**config.mk**
```make
export PLATFORM = sky130hd
export DESIGN_NAME = bounded_deque_with_search_top
export DESIGN_NICKNAME = d
export VERILOG_FILES = /design/src/design/bdq_pkg.sv /design/src/design/bdq_front.sv /design/src/design/bdq_cmd_fifo.sv /design/src/design/bdq_back.sv /design/src/design/bounded_deque_with_search_top.sv
export SDC_FILE = /design/constraint.sdc
export NUM_CORES = 1
export LEC_CHECK = 0
export ABC_AREA = 1
export BUFFER_PORTS_ARGS = -buffer_cell sky130_fd_sc_hd__buf_4
export CAP_MARGIN = 15
export CELL_PAD_IN_SITES_DETAIL_PLACEMENT = 1
export CELL_PAD_IN_SITES_GLOBAL_PLACEMENT = 1
export CORE_MARGIN = 2
export CORE_UTILIZATION = 50
export CTS_CLUSTER_DIAMETER = 80
export DETAILED_ROUTE_END_ITERATION = 10
export GPL_TIMING_DRIVEN = 0
export PLACE_DENSITY = 0.78
export SLEW_MARGIN = 10
export SYNTH_ARGS = -nofsm -noshare
export SYNTH_HDL_FRONTEND = slang
export SYNTH_HIERARCHICAL = 1
export SYNTH_SLANG_ARGS = --single-unit
```
**constraint.sdc**
```tcl
create_clock -name aclk -period 6.84 [get_ports aclk]
set_input_delay 0.342 -clock aclk [delete_from_list [all_inputs] [get_ports aclk]]
set_output_delay 0.342 -clock aclk [all_outputs]
set_load 0.03 [all_outputs]
```
**src/design/bdq_pkg.sv**
```systemverilog
// ----------------------------------------------------------------------------
// bdq_pkg
// shared types and constants of the bounded deque with search
// ----------------------------------------------------------------------------
package bdq_pkg;

    localparam int DEPTH      = 16;
    localparam int IDX_W      = $clog2(DEPTH);
    localparam int CNT_W      = IDX_W + 1;
    localparam int HANDLE_W   = 32;
    localparam int REQ_W      = 3;
    localparam int STAT_W     = 2;
    localparam int ADDR_W     = 3;
    localparam int DATA_W     = 32;
    localparam int FIFO_DEPTH = 2;
    localparam int FIFO_PTR_W = $clog2(FIFO_DEPTH);

    localparam logic [CNT_W-1:0] MAX_ENTRIES_RST = CNT_W'(DEPTH);

    // register index, taken from paddr above the byte offset
    localparam logic [ADDR_W-3:0] REG_MAX_ENTRIES = '0;

    localparam logic [REQ_W-1:0] REQ_PUSH_FRONT = 3'd0;
    localparam logic [REQ_W-1:0] REQ_PUSH_REAR  = 3'd1;
    localparam logic [REQ_W-1:0] REQ_POP_FRONT  = 3'd2;
    localparam logic [REQ_W-1:0] REQ_POP_REAR   = 3'd3;
    localparam logic [REQ_W-1:0] REQ_SEARCH     = 3'd4;
    localparam logic [REQ_W-1:0] REQ_REMOVE     = 3'd5;

    localparam logic [STAT_W-1:0] ST_OK       = 2'd0;
    localparam logic [STAT_W-1:0] ST_FULL     = 2'd1;
    localparam logic [STAT_W-1:0] ST_EMPTY    = 2'd2;
    localparam logic [STAT_W-1:0] ST_NOTFOUND = 2'd3;

    typedef enum logic [2:0] {
        OP_PUSH_FRONT,
        OP_PUSH_REAR,
        OP_POP_FRONT,
        OP_POP_REAR,
        OP_SEARCH,
        OP_REMOVE,
        OP_NOP
    } op_t;

    typedef struct packed {
        logic [REQ_W-1:0]    req_type;
        logic [HANDLE_W-1:0] value;
    } req_t;

    typedef struct packed {
        logic [STAT_W-1:0]   status;
        logic [HANDLE_W-1:0] data;
        logic [IDX_W-1:0]    position;
        logic [CNT_W-1:0]    entry_count;
    } rsp_t;

    typedef struct packed {
        op_t                 op;
        logic [HANDLE_W-1:0] value;
    } cmd_t;

endpackage

```
**src/design/bdq_front.sv**
```systemverilog
// ----------------------------------------------------------------------------
// bdq_front
// accepts request transactions and classifies them into commands
// ----------------------------------------------------------------------------
module bdq_front
    import bdq_pkg::*;
(
    input  logic aclk,
    input  logic aresetn,
    input  logic s_valid,
    output logic s_ready,
    input  req_t s_data,
    output logic cmd_valid,
    input  logic cmd_ready,
    output cmd_t cmd_data
);

    logic cmd_valid_reg;
    logic cmd_valid_next;
    cmd_t cmd_reg;
    op_t  op_class;

    always_comb begin
        unique case (s_data.req_type)
            REQ_PUSH_FRONT: op_class = OP_PUSH_FRONT;
            REQ_PUSH_REAR:  op_class = OP_PUSH_REAR;
            REQ_POP_FRONT:  op_class = OP_POP_FRONT;
            REQ_POP_REAR:   op_class = OP_POP_REAR;
            REQ_SEARCH:     op_class = OP_SEARCH;
            REQ_REMOVE:     op_class = OP_REMOVE;
            default:        op_class = OP_NOP;
        endcase
    end

    assign s_ready = !cmd_valid_reg || cmd_ready;

    always_comb begin
        cmd_valid_next = cmd_valid_reg;
        if (cmd_valid_reg && cmd_ready) begin
            cmd_valid_next = 1'b0;
        end
        if (s_valid && s_ready) begin
            cmd_valid_next = 1'b1;
        end
    end

    always_ff @(posedge aclk) begin
        if (!aresetn) begin
            cmd_valid_reg <= 1'b0;
        end else begin
            cmd_valid_reg <= cmd_valid_next;
        end
    end

    always_ff @(posedge aclk) begin
        if (s_valid && s_ready) begin
            cmd_reg.op    <= op_class;
            cmd_reg.value <= s_data.value;
        end
    end

    assign cmd_valid = cmd_valid_reg;
    assign cmd_data  = cmd_reg;

endmodule

```
**src/design/bdq_cmd_fifo.sv**
```systemverilog
// ----------------------------------------------------------------------------
// bdq_cmd_fifo
// short command queue between the front and back sections
// ----------------------------------------------------------------------------
module bdq_cmd_fifo
    import bdq_pkg::*;
(
    input  logic aclk,
    input  logic aresetn,
    input  logic in_valid,
    output logic in_ready,
    input  cmd_t in_cmd,
    output logic out_valid,
    input  logic out_ready,
    output cmd_t out_cmd
);

    localparam int LVL_W = FIFO_PTR_W + 1;

    cmd_t                  slot_q [FIFO_DEPTH];
    logic [FIFO_PTR_W-1:0] wr_ptr_reg;
    logic [FIFO_PTR_W-1:0] wr_ptr_next;
    logic [FIFO_PTR_W-1:0] rd_ptr_reg;
    logic [FIFO_PTR_W-1:0] rd_ptr_next;
    logic [LVL_W-1:0]      level_reg;
    logic [LVL_W-1:0]      level_next;
    logic                  do_wr;
    logic                  do_rd;

    assign in_ready  = (level_reg != LVL_W'(FIFO_DEPTH));
    assign out_valid = (level_reg != '0);
    assign out_cmd   = slot_q[rd_ptr_reg];
    assign do_wr     = in_valid && in_ready;
    assign do_rd     = out_valid && out_ready;

    always_comb begin
        wr_ptr_next = wr_ptr_reg;
        rd_ptr_next = rd_ptr_reg;
        level_next  = level_reg;
        if (do_wr) begin
            wr_ptr_next = wr_ptr_reg + FIFO_PTR_W'(1);
        end
        if (do_rd) begin
            rd_ptr_next = rd_ptr_reg + FIFO_PTR_W'(1);
        end
        if (do_wr && !do_rd) begin
            level_next = level_reg + LVL_W'(1);
        end else if (!do_wr && do_rd) begin
            level_next = level_reg - LVL_W'(1);
        end
    end

    always_ff @(posedge aclk) begin
        if (!aresetn) begin
            wr_ptr_reg <= '0;
            rd_ptr_reg <= '0;
            level_reg  <= '0;
        end else begin
            wr_ptr_reg <= wr_ptr_next;
            rd_ptr_reg <= rd_ptr_next;
            level_reg  <= level_next;
        end
    end

    always_ff @(posedge aclk) begin
        if (do_wr) begin
            slot_q[wr_ptr_reg] <= in_cmd;
        end
    end

endmodule

```
**src/design/bdq_back.sv**
```systemverilog
// ----------------------------------------------------------------------------
// bdq_back
// executes commands on the circular entry store and forms the results
// ----------------------------------------------------------------------------
module bdq_back
    import bdq_pkg::*;
(
    input  logic             aclk,
    input  logic             aresetn,
    input  logic [CNT_W-1:0] max_entries,
    input  logic             cmd_valid,
    output logic             cmd_ready,
    input  cmd_t             cmd_data,
    output logic             m_valid,
    input  logic             m_ready,
    output rsp_t             m_data
);

    typedef enum logic [1:0] {
        S_IDLE,
        S_POP,
        S_SCAN,
        S_SHIFT
    } state_t;

    state_t              state_reg, state_next;
    op_t                 op_reg, op_next;
    logic [HANDLE_W-1:0] key_reg, key_next;
    logic [IDX_W-1:0]    front_reg, front_next;
    logic [CNT_W-1:0]    count_reg, count_next;
    logic [IDX_W-1:0]    idx_reg, idx_next;
    logic [HANDLE_W-1:0] hit_data_reg, hit_data_next;
    logic [IDX_W-1:0]    hit_pos_reg, hit_pos_next;
    logic                m_valid_reg, m_valid_next;
    rsp_t                rsp_reg, rsp_next;

    logic [HANDLE_W-1:0] mem [DEPTH];
    logic [HANDLE_W-1:0] rdata_reg;
    logic [IDX_W-1:0]    raddr;
    logic [IDX_W-1:0]    waddr;
    logic [HANDLE_W-1:0] wdata;
    logic                mem_we;

    logic [CNT_W-1:0]    limit;
    logic                out_free;
    logic                scan_last;
    logic                shift_more;
    logic [CNT_W-1:0]    count_dec;

    function automatic rsp_t make_rsp(logic [STAT_W-1:0] st, logic [HANDLE_W-1:0] d,
                                      logic [IDX_W-1:0] p, logic [CNT_W-1:0] c);
        rsp_t r;
        r.status      = st;
        r.data        = d;
        r.position    = p;
        r.entry_count = c;
        return r;
    endfunction

    assign limit      = (max_entries > CNT_W'(DEPTH)) ? CNT_W'(DEPTH) : max_entries;
    assign out_free   = !m_valid_reg || m_ready;
    assign scan_last  = (({1'b0, idx_reg} + CNT_W'(1)) == count_reg);
    assign shift_more = (({1'b0, idx_reg} + CNT_W'(2)) < count_reg);
    assign count_dec  = count_reg - CNT_W'(1);

    always_comb begin
        state_next    = state_reg;
        op_next       = op_reg;
        key_next      = key_reg;
        front_next    = front_reg;
        count_next    = count_reg;
        idx_next      = idx_reg;
        hit_data_next = hit_data_reg;
        hit_pos_next  = hit_pos_reg;
        m_valid_next  = m_valid_reg;
        rsp_next      = rsp_reg;
        cmd_ready     = 1'b0;
        mem_we        = 1'b0;
        waddr         = front_reg + idx_reg;
        wdata         = rdata_reg;
        raddr         = front_reg + idx_reg;

        if (m_valid_reg && m_ready) begin
            m_valid_next = 1'b0;
        end

        unique case (state_reg)
            S_IDLE: begin
                if (cmd_valid && out_free) begin
                    cmd_ready = 1'b1;
                    op_next   = cmd_data.op;
                    key_next  = cmd_data.value;
                    unique case (cmd_data.op)
                        OP_PUSH_FRONT, OP_PUSH_REAR: begin
                            m_valid_next = 1'b1;
                            if (count_reg >= limit) begin
                                rsp_next = make_rsp(ST_FULL, '0, '0, count_reg);
                            end else begin
                                mem_we     = 1'b1;
                                wdata      = cmd_data.value;
                                count_next = count_reg + CNT_W'(1);
                                if (cmd_data.op == OP_PUSH_FRONT) begin
                                    waddr      = front_reg - IDX_W'(1);
                                    front_next = front_reg - IDX_W'(1);
                                end else begin
                                    waddr = front_reg + count_reg[IDX_W-1:0];
                                end
                                rsp_next = make_rsp(ST_OK, '0, '0, count_reg + CNT_W'(1));
                            end
                        end
                        OP_POP_FRONT, OP_POP_REAR: begin
                            if (count_reg == '0) begin
                                m_valid_next = 1'b1;
                                rsp_next     = make_rsp(ST_EMPTY, '0, '0, count_reg);
                            end else begin
                                if (cmd_data.op == OP_POP_FRONT) begin
                                    raddr = front_reg;
                                end else begin
                                    raddr = front_reg + count_dec[IDX_W-1:0];
                                end
                                state_next = S_POP;
                            end
                        end
                        OP_SEARCH, OP_REMOVE: begin
                            if (count_reg == '0) begin
                                m_valid_next = 1'b1;
                                rsp_next     = make_rsp(ST_NOTFOUND, '0, '0, count_reg);
                            end else begin
                                raddr      = front_reg;
                                idx_next   = '0;
                                state_next = S_SCAN;
                            end
                        end
                        default: begin
                            m_valid_next = 1'b1;
                            rsp_next     = make_rsp(ST_OK, '0, '0, count_reg);
                        end
                    endcase
                end
            end
            S_POP: begin
                m_valid_next = 1'b1;
                rsp_next     = make_rsp(ST_OK, rdata_reg, '0, count_dec);
                count_next   = count_dec;
                if (op_reg == OP_POP_FRONT) begin
                    front_next = front_reg + IDX_W'(1);
                end
                state_next = S_IDLE;
            end
            S_SCAN: begin
                if (rdata_reg == key_reg) begin
                    hit_data_next = rdata_reg;
                    hit_pos_next  = idx_reg;
                    if (op_reg == OP_SEARCH) begin
                        m_valid_next = 1'b1;
                        rsp_next     = make_rsp(ST_OK, rdata_reg, idx_reg, count_reg);
                        state_next   = S_IDLE;
                    end else if (scan_last) begin
                        m_valid_next = 1'b1;
                        rsp_next     = make_rsp(ST_OK, rdata_reg, idx_reg, count_dec);
                        count_next   = count_dec;
                        state_next   = S_IDLE;
                    end else begin
                        raddr      = front_reg + idx_reg + IDX_W'(1);
                        state_next = S_SHIFT;
                    end
                end else if (scan_last) begin
                    m_valid_next = 1'b1;
                    rsp_next     = make_rsp(ST_NOTFOUND, '0, '0, count_reg);
                    state_next   = S_IDLE;
                end else begin
                    idx_next = idx_reg + IDX_W'(1);
                    raddr    = front_reg + idx_reg + IDX_W'(1);
                end
            end
            S_SHIFT: begin
                // rdata holds the entry one place behind the slot being filled
                mem_we = 1'b1;
                waddr  = front_reg + idx_reg;
                wdata  = rdata_reg;
                if (shift_more) begin
                    idx_next = idx_reg + IDX_W'(1);
                    raddr    = front_reg + idx_reg + IDX_W'(2);
                end else begin
                    m_valid_next = 1'b1;
                    rsp_next     = make_rsp(ST_OK, hit_data_reg, hit_pos_reg, count_dec);
                    count_next   = count_dec;
                    state_next   = S_IDLE;
                end
            end
            default: begin
                state_next = S_IDLE;
            end
        endcase
    end

    always_ff @(posedge aclk) begin
        if (!aresetn) begin
            state_reg   <= S_IDLE;
            front_reg   <= '0;
            count_reg   <= '0;
            m_valid_reg <= 1'b0;
        end else begin
            state_reg   <= state_next;
            front_reg   <= front_next;
            count_reg   <= count_next;
            m_valid_reg <= m_valid_next;
        end
        op_reg       <= op_next;
        key_reg      <= key_next;
        idx_reg      <= idx_next;
        hit_data_reg <= hit_data_next;
        hit_pos_reg  <= hit_pos_next;
        rsp_reg      <= rsp_next;
    end

    always_ff @(posedge aclk) begin
        if (mem_we) begin
            mem[waddr] <= wdata;
        end
        rdata_reg <= mem[raddr];
    end

    assign m_valid = m_valid_reg;
    assign m_data  = rsp_reg;

endmodule

```
**src/design/bounded_deque_with_search_top.sv**
```systemverilog
// path: requests pass the front register and command FIFO; push, refused push, error and
// unused requests are answered by the result register; pops read, then finish in S_POP;
// search and removal read one entry per cycle in S_SCAN, removal then shifts in S_SHIFT
// throughput: a push or error request every cycle unless stalled; none while not S_IDLE
// reset: synchronous active low; deque empties, max_entries returns to 16, store not cleared
// ----------------------------------------------------------------------------
// bounded_deque_with_search_top
// bounded double-ended queue of handles with search and remove by value
// ----------------------------------------------------------------------------
module bounded_deque_with_search_top
    import bdq_pkg::*;
(
    input  logic              aclk,
    input  logic              aresetn,
    input  logic              psel,
    input  logic              penable,
    input  logic              pwrite,
    input  logic [ADDR_W-1:0] paddr,
    input  logic [DATA_W-1:0] pwdata,
    output logic [DATA_W-1:0] prdata,
    output logic              pready,
    input  logic              s_valid,
    output logic              s_ready,
    input  req_t              s_data,
    output logic              m_valid,
    input  logic              m_ready,
    output rsp_t              m_data
);

    logic [CNT_W-1:0]  max_entries_reg;
    logic [ADDR_W-3:0] reg_sel;
    logic              cfg_wr;
    logic              front_valid;
    logic              front_ready;
    cmd_t              front_cmd;
    logic              back_valid;
    logic              back_ready;
    cmd_t              back_cmd;

    assign pready  = 1'b1;
    assign reg_sel = paddr[ADDR_W-1:2];
    assign cfg_wr  = psel && penable && pwrite && pready;
    assign prdata  = (reg_sel == REG_MAX_ENTRIES) ? DATA_W'(max_entries_reg) : '0;

    always_ff @(posedge aclk) begin
        if (!aresetn) begin
            max_entries_reg <= MAX_ENTRIES_RST;
        end else if (cfg_wr && (reg_sel == REG_MAX_ENTRIES)) begin
            max_entries_reg <= pwdata[CNT_W-1:0];
        end
    end

    bdq_front u_front (
        .aclk      (aclk),
        .aresetn   (aresetn),
        .s_valid   (s_valid),
        .s_ready   (s_ready),
        .s_data    (s_data),
        .cmd_valid (front_valid),
        .cmd_ready (front_ready),
        .cmd_data  (front_cmd)
    );

    bdq_cmd_fifo u_fifo (
        .aclk      (aclk),
        .aresetn   (aresetn),
        .in_valid  (front_valid),
        .in_ready  (front_ready),
        .in_cmd    (front_cmd),
        .out_valid (back_valid),
        .out_ready (back_ready),
        .out_cmd   (back_cmd)
    );

    bdq_back u_back (
        .aclk        (aclk),
        .aresetn     (aresetn),
        .max_entries (max_entries_reg),
        .cmd_valid   (back_valid),
        .cmd_ready   (back_ready),
        .cmd_data    (back_cmd),
        .m_valid     (m_valid),
        .m_ready     (m_ready),
        .m_data      (m_data)
    );

endmodule

```
---- Yosys cells after proc, flatten, opt, wreduce, memory -nomap -nowiden ----
Memory sizes are Yosys's and may differ from the RTL's. A register that Yosys moved wholly into a read port is not among the register bits.
Index checks and enable logic that the tools add are counted.
operators by class
  magnitude comparators ................... 3
  equal/unequal tests ..................... 39
  bitwise gates (word level) .............. 1
  mux-type cells .......................... 89
  reduce and logical (&&, ||, !) cells .... 36
  add/sub/neg operators ................... 16
operator list
  kind                                                   count
  2-to-1 mux 43 bit                                      8
  case mux 43 bit (4 select lines)                       1
  case mux 43 bit (3 select lines)                       1
  2-to-1 mux 32 bit                                      4
  2-to-1 mux 4 bit                                       24
  2-to-1 mux 5 bit                                       9
  2-to-1 mux 42 bit                                      1
  equality test 32 bit                                   1
  case mux 4 bit (3 select lines)                        2
  2-to-1 mux 1 bit                                       21
  2-to-1 mux 2 bit                                       10
  case mux 5 bit (4 select lines)                        1
  inequality test 2 bit, second input constant           9
  case mux 3 bit (6 select lines)                        1
  AND reduction 6 bit                                    3
  case mux 4 bit (2 select lines)                        2
  equality test 3 x 2 -> 1 bit, second input constant    5
  equality test 3 bit, second input constant             5
  AND reduction 7 bit                                    2
  adder 4 x 1 -> 4 bit, second input constant            3
  adder 4 bit                                            3
  inequality test 2 x 1 -> 1 bit, second input constant  6
  logical AND 1 bit                                      10
  inequality test 3 bit, second input constant           3
  33 further kinds                                       49
storage, ports and cells
  input port bits ......................... 77
  memories kept ........................... 2
  register bits ........................... 175
  logic and storage cells ................. 206
  memory bits (writable) .................. 582
  output and inout bits ................... 78
memory list
  name           words  bits a word  rd ports  clocked after Yosys merged registers in  write ports  RTL line            text
  u_back.mem     16     32           1         1                                        1            bdq_back.sv:37      logic [HANDLE_W-1:0] mem [DEPTH];
  u_fifo.slot_q  2      35           1         1                                        1            bdq_cmd_fifo.sv:20  cmd_t slot_q [FIFO_DEPTH];

---- Longest topological paths before layout ----
  depth after elaboration ................. 9
  mapped depth ............................ 22
  mapped depth without buffers ............ 19

---- Modules after synthesis ----
The synthesis kept the hierarchy.
modules (own cells, without submodules)
  module                         area an instance (µm²)  instances  cells each  sequential area each (µm²)
  bdq_back                       30255.3                 1          2897        19799.0
  bdq_cmd_fifo                   2920.3                  1          146         2202.1
  bdq_front                      1117.3                  1          45          1071.0
  bounded_deque_with_search_top  488.0                   1          75          100.1

---- Least setup slack after synthesis ----
OpenSTA, ideal clock, no wires.
  path type ............................... reg-to-reg
  from .................................... register u_back.idx_reg[2]
  to ...................................... register u_back.rsp_reg (netlist bit u_back/m_data[0]), enable pin
  period minus slack after synthesis ...... 5576 ps
  slack ................................... 1264 ps
  path buffers ............................ 0
  arrival time ............................ 5054 ps
  setup time .............................. 522 ps
  stages on the path, launching flop included .. 11
  data required time ...................... 6318 ps
  cell sequence ........................... edfxtp_1 ha_1 xor2_1 ha_1 nand2_1 or2_2 nand3_1 nor2_1 inv_1 o21ai_0 a311oi_1
on the way
  cells in the longest elaborated chain, start to end .. 4
  elaborated cells between the ends (all ways) .. 8
  those cells by class .................... add/sub (2); order compare (1); eq/ne (4); reduce/logical (1)
RTL lines
  what                                                                                             RTL line                        text
  from (decl)                                                                                      bdq_back.sv:31                  logic [IDX_W-1:0] idx_reg, idx_next;
  from (signal assigned)                                                                           bdq_back.sv:211                 idx_reg <= idx_next;
  adder 4 x 2 -> 5 bit / adder 4 x 1 -> 5 bit (equally long branches)                              bdq_back.sv:63, bdq_back.sv:62
  < comparator 5 bit / equality test 5 bit (equally long branches)                                 bdq_back.sv:63, bdq_back.sv:62
  inequality test 2 bit (no source line) / inequality test 3 x 1 -> 1 bit (equally long branches)  --
  AND reduction 6 bit (no source line) *                                                           --
  to (signal assigned)                                                                             bdq_back.sv:214                 rsp_reg <= rsp_next;
  to (decl)                                                                                        bdq_back.sv:35                  rsp_t rsp_reg, rsp_next;
Every way passes the cells marked *; elsewhere a longest branch is shown, timed or not.
A chain may end at the register's enable or synchronous reset.

---- Worst setup path in the final report ----
  from .................................... register max_entries_reg[4]
  to ...................................... memory u_back.mem[3][24], enable pin
on the way
  cells in the longest elaborated chain, start to end .. 9
  elaborated cells between the ends (all ways) .. 13
  those cells by class .................... order compare (2); mux (11)
RTL lines
  what                                    RTL line                             text
  from (decl)                             bounded_deque_with_search_top.sv:30  logic [CNT_W-1:0] max_entries_reg;
  from (signal assigned)                  bounded_deque_with_search_top.sv:49  max_entries_reg <= pwdata[CNT_W-1:0];
  > comparator 5 bit                      bdq_back.sv:60                       assign limit = (max_entries > CNT_W'(DEPTH)) ? CNT_W'(DEPTH) : max_entries;
  2-to-1 mux 5 bit *                      bdq_back.sv:60
  greater-or-equal comparator 5 bit *     bdq_back.sv:96                       if (count_reg >= limit) begin
  2-to-1 mux 1 bit                        bdq_back.sv:96
  2-to-1 mux 1 bit                        bdq_back.sv:93                       unique case (cmd_data.op)
  2-to-1 mux 1 bit                        bdq_back.sv:89                       if (cmd_valid && out_free) begin
  case mux 1 bit (2 select lines)         bdq_back.sv:87                       unique case (state_reg)
  2-to-1 mux 1 bit                        bdq_back.sv:218                      if (mem_we) begin
  2-to-1 mux 1 bit (not written as such)  bdq_back.sv:219                      mem[waddr] <= wdata;
  to (decl)                               bdq_back.sv:37
Marked as above.

==> qor.csv <==
stage,metric,value,unit
synth,yosysTopAreaCell,edfxtp_1,
worst_setup_path,reg2regPathDepth,16,
cts,clock-sinks,790,
route,route.final.wire_length,122000,um
global_route,met1_usage,0.418,
placement,io_buffers,97,
worst_setup_path,cp-start-kind,flop,
cts,path_clk_slew,0.06,ns
worst_setup_path,r2r_slack,2.04,ns
synth,ys_seq_elements,790,
global_route,grt_util_met3,0.0582,
worst_hold_path,holdCritPathClass,in -> reg,
worst_setup_path,path_max_fanout,19,
synth,synth_cell_types,51,
synth,synthArstFlopShare,0,
die,dieArea,71700,um2
sta,hold-worst-slack,0.0252,ns
sta,hold_violations,0,
final_layout,largest_reg_flops,512,
cts,clk_latency,0.69,ns
die,start_util,0.506,
placement,dp_hpwl,79000,um
worst_setup_path,r2r_end,u_back/mem[3][24]$_DFFE_PP_,
synth,synth_most_common_cell,edfxtp_1,
sta,maxSlewHeadroom,0.219,
placement,gp_congestion,0.867,
die,fp.dieW,268,um
die,core_area,68700,um2
route,dr.pass1.iters,8,
sta,finalSetupViolations,0,
worst_setup_path,crit_path_end,u_back/mem[3][24]$_DFFE_PP_,
worst_setup_path,startpoint,max_entries_reg[4]$_SDFFE_PN1P_,
route,drtIter0Drc,2982,
global_route,grt_pass1_vias,27900,
status,status,finished clean,
synth,synth.area.top_cells,"edfxtp_1, nand3_1, nand2_1",
global_route,grt_max_degree,34,
global_route,grt_pass1_wl,178000,um
cts,post-cts-setup-buffers,0,
global_route,grt_use_met2,0.570,
worst_setup_path,r2r_start,max_entries_reg[4]$_SDFFE_PN1P_,
cts,cts_max_path_buffers,3,
route,wl_per_cell,27.4,um
worst_setup_path,crit_required,7.18,ns
route,vias_per_cell,5.94,
cts,post_cts_resized,0,
worst_setup_path,cpMaxStageDelayCell,nor2_4,
synth,netlist_area,34800,um2
cts,cts_tree,yes,
cts,numCtsBuffers,84,
worst_setup_path,slowest_delay,0.76,ns
final_layout,drive_above_1_share,0.136,
worst_setup_path,crit_type,reg -> reg,
cts,cts_root_buffer,clkbuf_16,
job,maxCapViolCount,0,
synth,synth_top_area_share,0.635,
synth,yosysSeqAreaShare,0.666,
synth,synthTopCellsByCount,"edfxtp_1, nand2_1, nand3_1",
sta,slew_viol_final,0,
synth,synth_ff_type,edfxtp_1,
global_route,grt.overflow.total,0,
synth,syn_area_per_cell,11.0,um2
route,vias,26400,
route,drc,0,
cts,cts_hold_buf,38,
sta,rsz0062_at_grt,false,
synth,synth_edf_count,735,
sta,period_needed,4.80,ns
sta,max_freq,208,MHz
global_route,antenna_found_initial,5,
worst_setup_path,crit_chain,inv_1 > a31oi_1 > inv_1 > nand2_1 > ha_1 > a21oi_1 > o21a_1 > nand3_1 > nor2_1 > nand2_1 > inv_2 > nand2_1 > o21ai_0 > nand3_1 > nor2_4 > buf_16,
synth,ys_warn_count,6,
route,drt.antenna.violating_nets,0,
sta,finalClockSkew,0.0581,ns
worst_setup_path,crit_path_end_kind,flop,
sta,tightest_slew,1.17,ns
global_route,grt.busiest_layer,met2,
die,rows,96,
final_layout,largest_register,u_back/mem,
worst_setup_path,path_common_cell,nand2_1,
global_route,grt_use_total,0.341,
die,die_y,268,um
cts,htree_levels,3,
synth,syn-instance-count,3163,
sta,min_period_over_period,0.701,
die,io_pins,155,
final_layout,area_delta_synth_final,16.7,%
final_layout,num-nets-final,3555,
worst_setup_path,arrival,5.14,ns
-- how the worst min path moves through the flow --
stage | start | end | slack, ns | cells after the start
finish | pwdata[1] | max_entries_reg[1]$_SDFFE_PN0P_ | 0.03 | 5
global placement | u_front/cmd_data[29]$_DFFE_PP_ | u_fifo/slot_q[0][29]$_DFFE_PP_ | 0.43 | 0
global route | pwdata[3] | max_entries_reg[3]$_SDFFE_PN0P_ | 0.06 | 5
detailed placement | u_front/cmd_data[29]$_DFFE_PP_ | u_fifo/slot_q[1][29]$_DFFE_PP_ | 0.43 | 0
CTS | pwdata[3] | max_entries_reg[3]$_SDFFE_PN0P_ | 0.007 | 5
floorplan | u_front/cmd_data[0]$_DFFE_PP_ | u_fifo/slot_q[0][0]$_DFFE_PP_ | 0.42 | 0
-- kinds of logic after synthesis --
logic type               after synthesis  synth area share
buffers and inverters                600            0.0762
multiplexers                          35            0.0146
XOR/XNOR                              44            0.0113
other                                  2          0.000216
AND/OR/NAND/NOR                     1491             0.189
adder cells (fa/ha/maj)               40            0.0150
flip-flops                           790             0.666
AO/OA/AOI/OAI                        161            0.0276
-- critical path: cells and delay by family (launching register included) --
family / cells / cell delay (ns)
compound gates: 4 / 0.66
fa+ha+maj: 1 / 0.26
buf+inv: 4 / 0.83
flops: 1 / 0.38
simple gates: 7 / 2.32
-- layer usage --
metal  wire length [um]  part of all wire
met1              45000              0.37
met3               9760             0.080
met4               7840             0.064
met5                 41           0.00034
met2              59100              0.49
-- stage by stage --
step	utilization	cell area, um2	setup slack [ns]	TNS (ns)	instances
global placement	0.535	36800	-2.26	-1217.59	4217
global route	0.591	40600	1.82	0	4438
finish	0.591	40600	2.04	0	4439
floorplan	-	34900	1.26	0	3189
CTS	0.591	40600	2.18	0	4438
detailed placement	0.547	37600	2.19	0	4245
-- layout make-up --
class,count,area [um2]
inverters,407,1530
multi-input cells,1799,9270
repair buffers,163,1680
flip-flops and latches,790,23200
diodes,1,2.50
clock inverters,47,424
fillers,7235,28100
clock buffers,108,2230
well taps,931,1160
plain buffers,193,1120
-- placed cells by master, fill, tap and decap left out, types with 4 or more instances in the layout --
cell,instances
dfxtp_1,55
a22oi_1,35
nand2_1,700
nand2_2,4
nand3_1,622
xnor2_1,26
clkinv_1,17
edfxtp_1,735
buf_8,4
clkbuf_1,71
ha_1,37
o21ai_1,5
o21ai_0,49
clkinv_2,16
mux2_4,30
buf_12,16
xor2_1,17
inv_2,11
clkbuf_8,4
nand4_1,5
buf_16,8
buf_2,78
nor2_4,21
dlygate4sd3_1,38
nor2_1,91
clkbuf_16,84
buf_6,12
inv_1,395
nand3b_1,33
clkinv_16,4
o21ai_2,11
buf_4,144
mux2_2,5
nor3_1,4
a21oi_1,40
conb_1,28
Power is left out: the tool's default activity adds up to more than one toggle a clock period on the data nets, which glitch-free logic cannot reach.
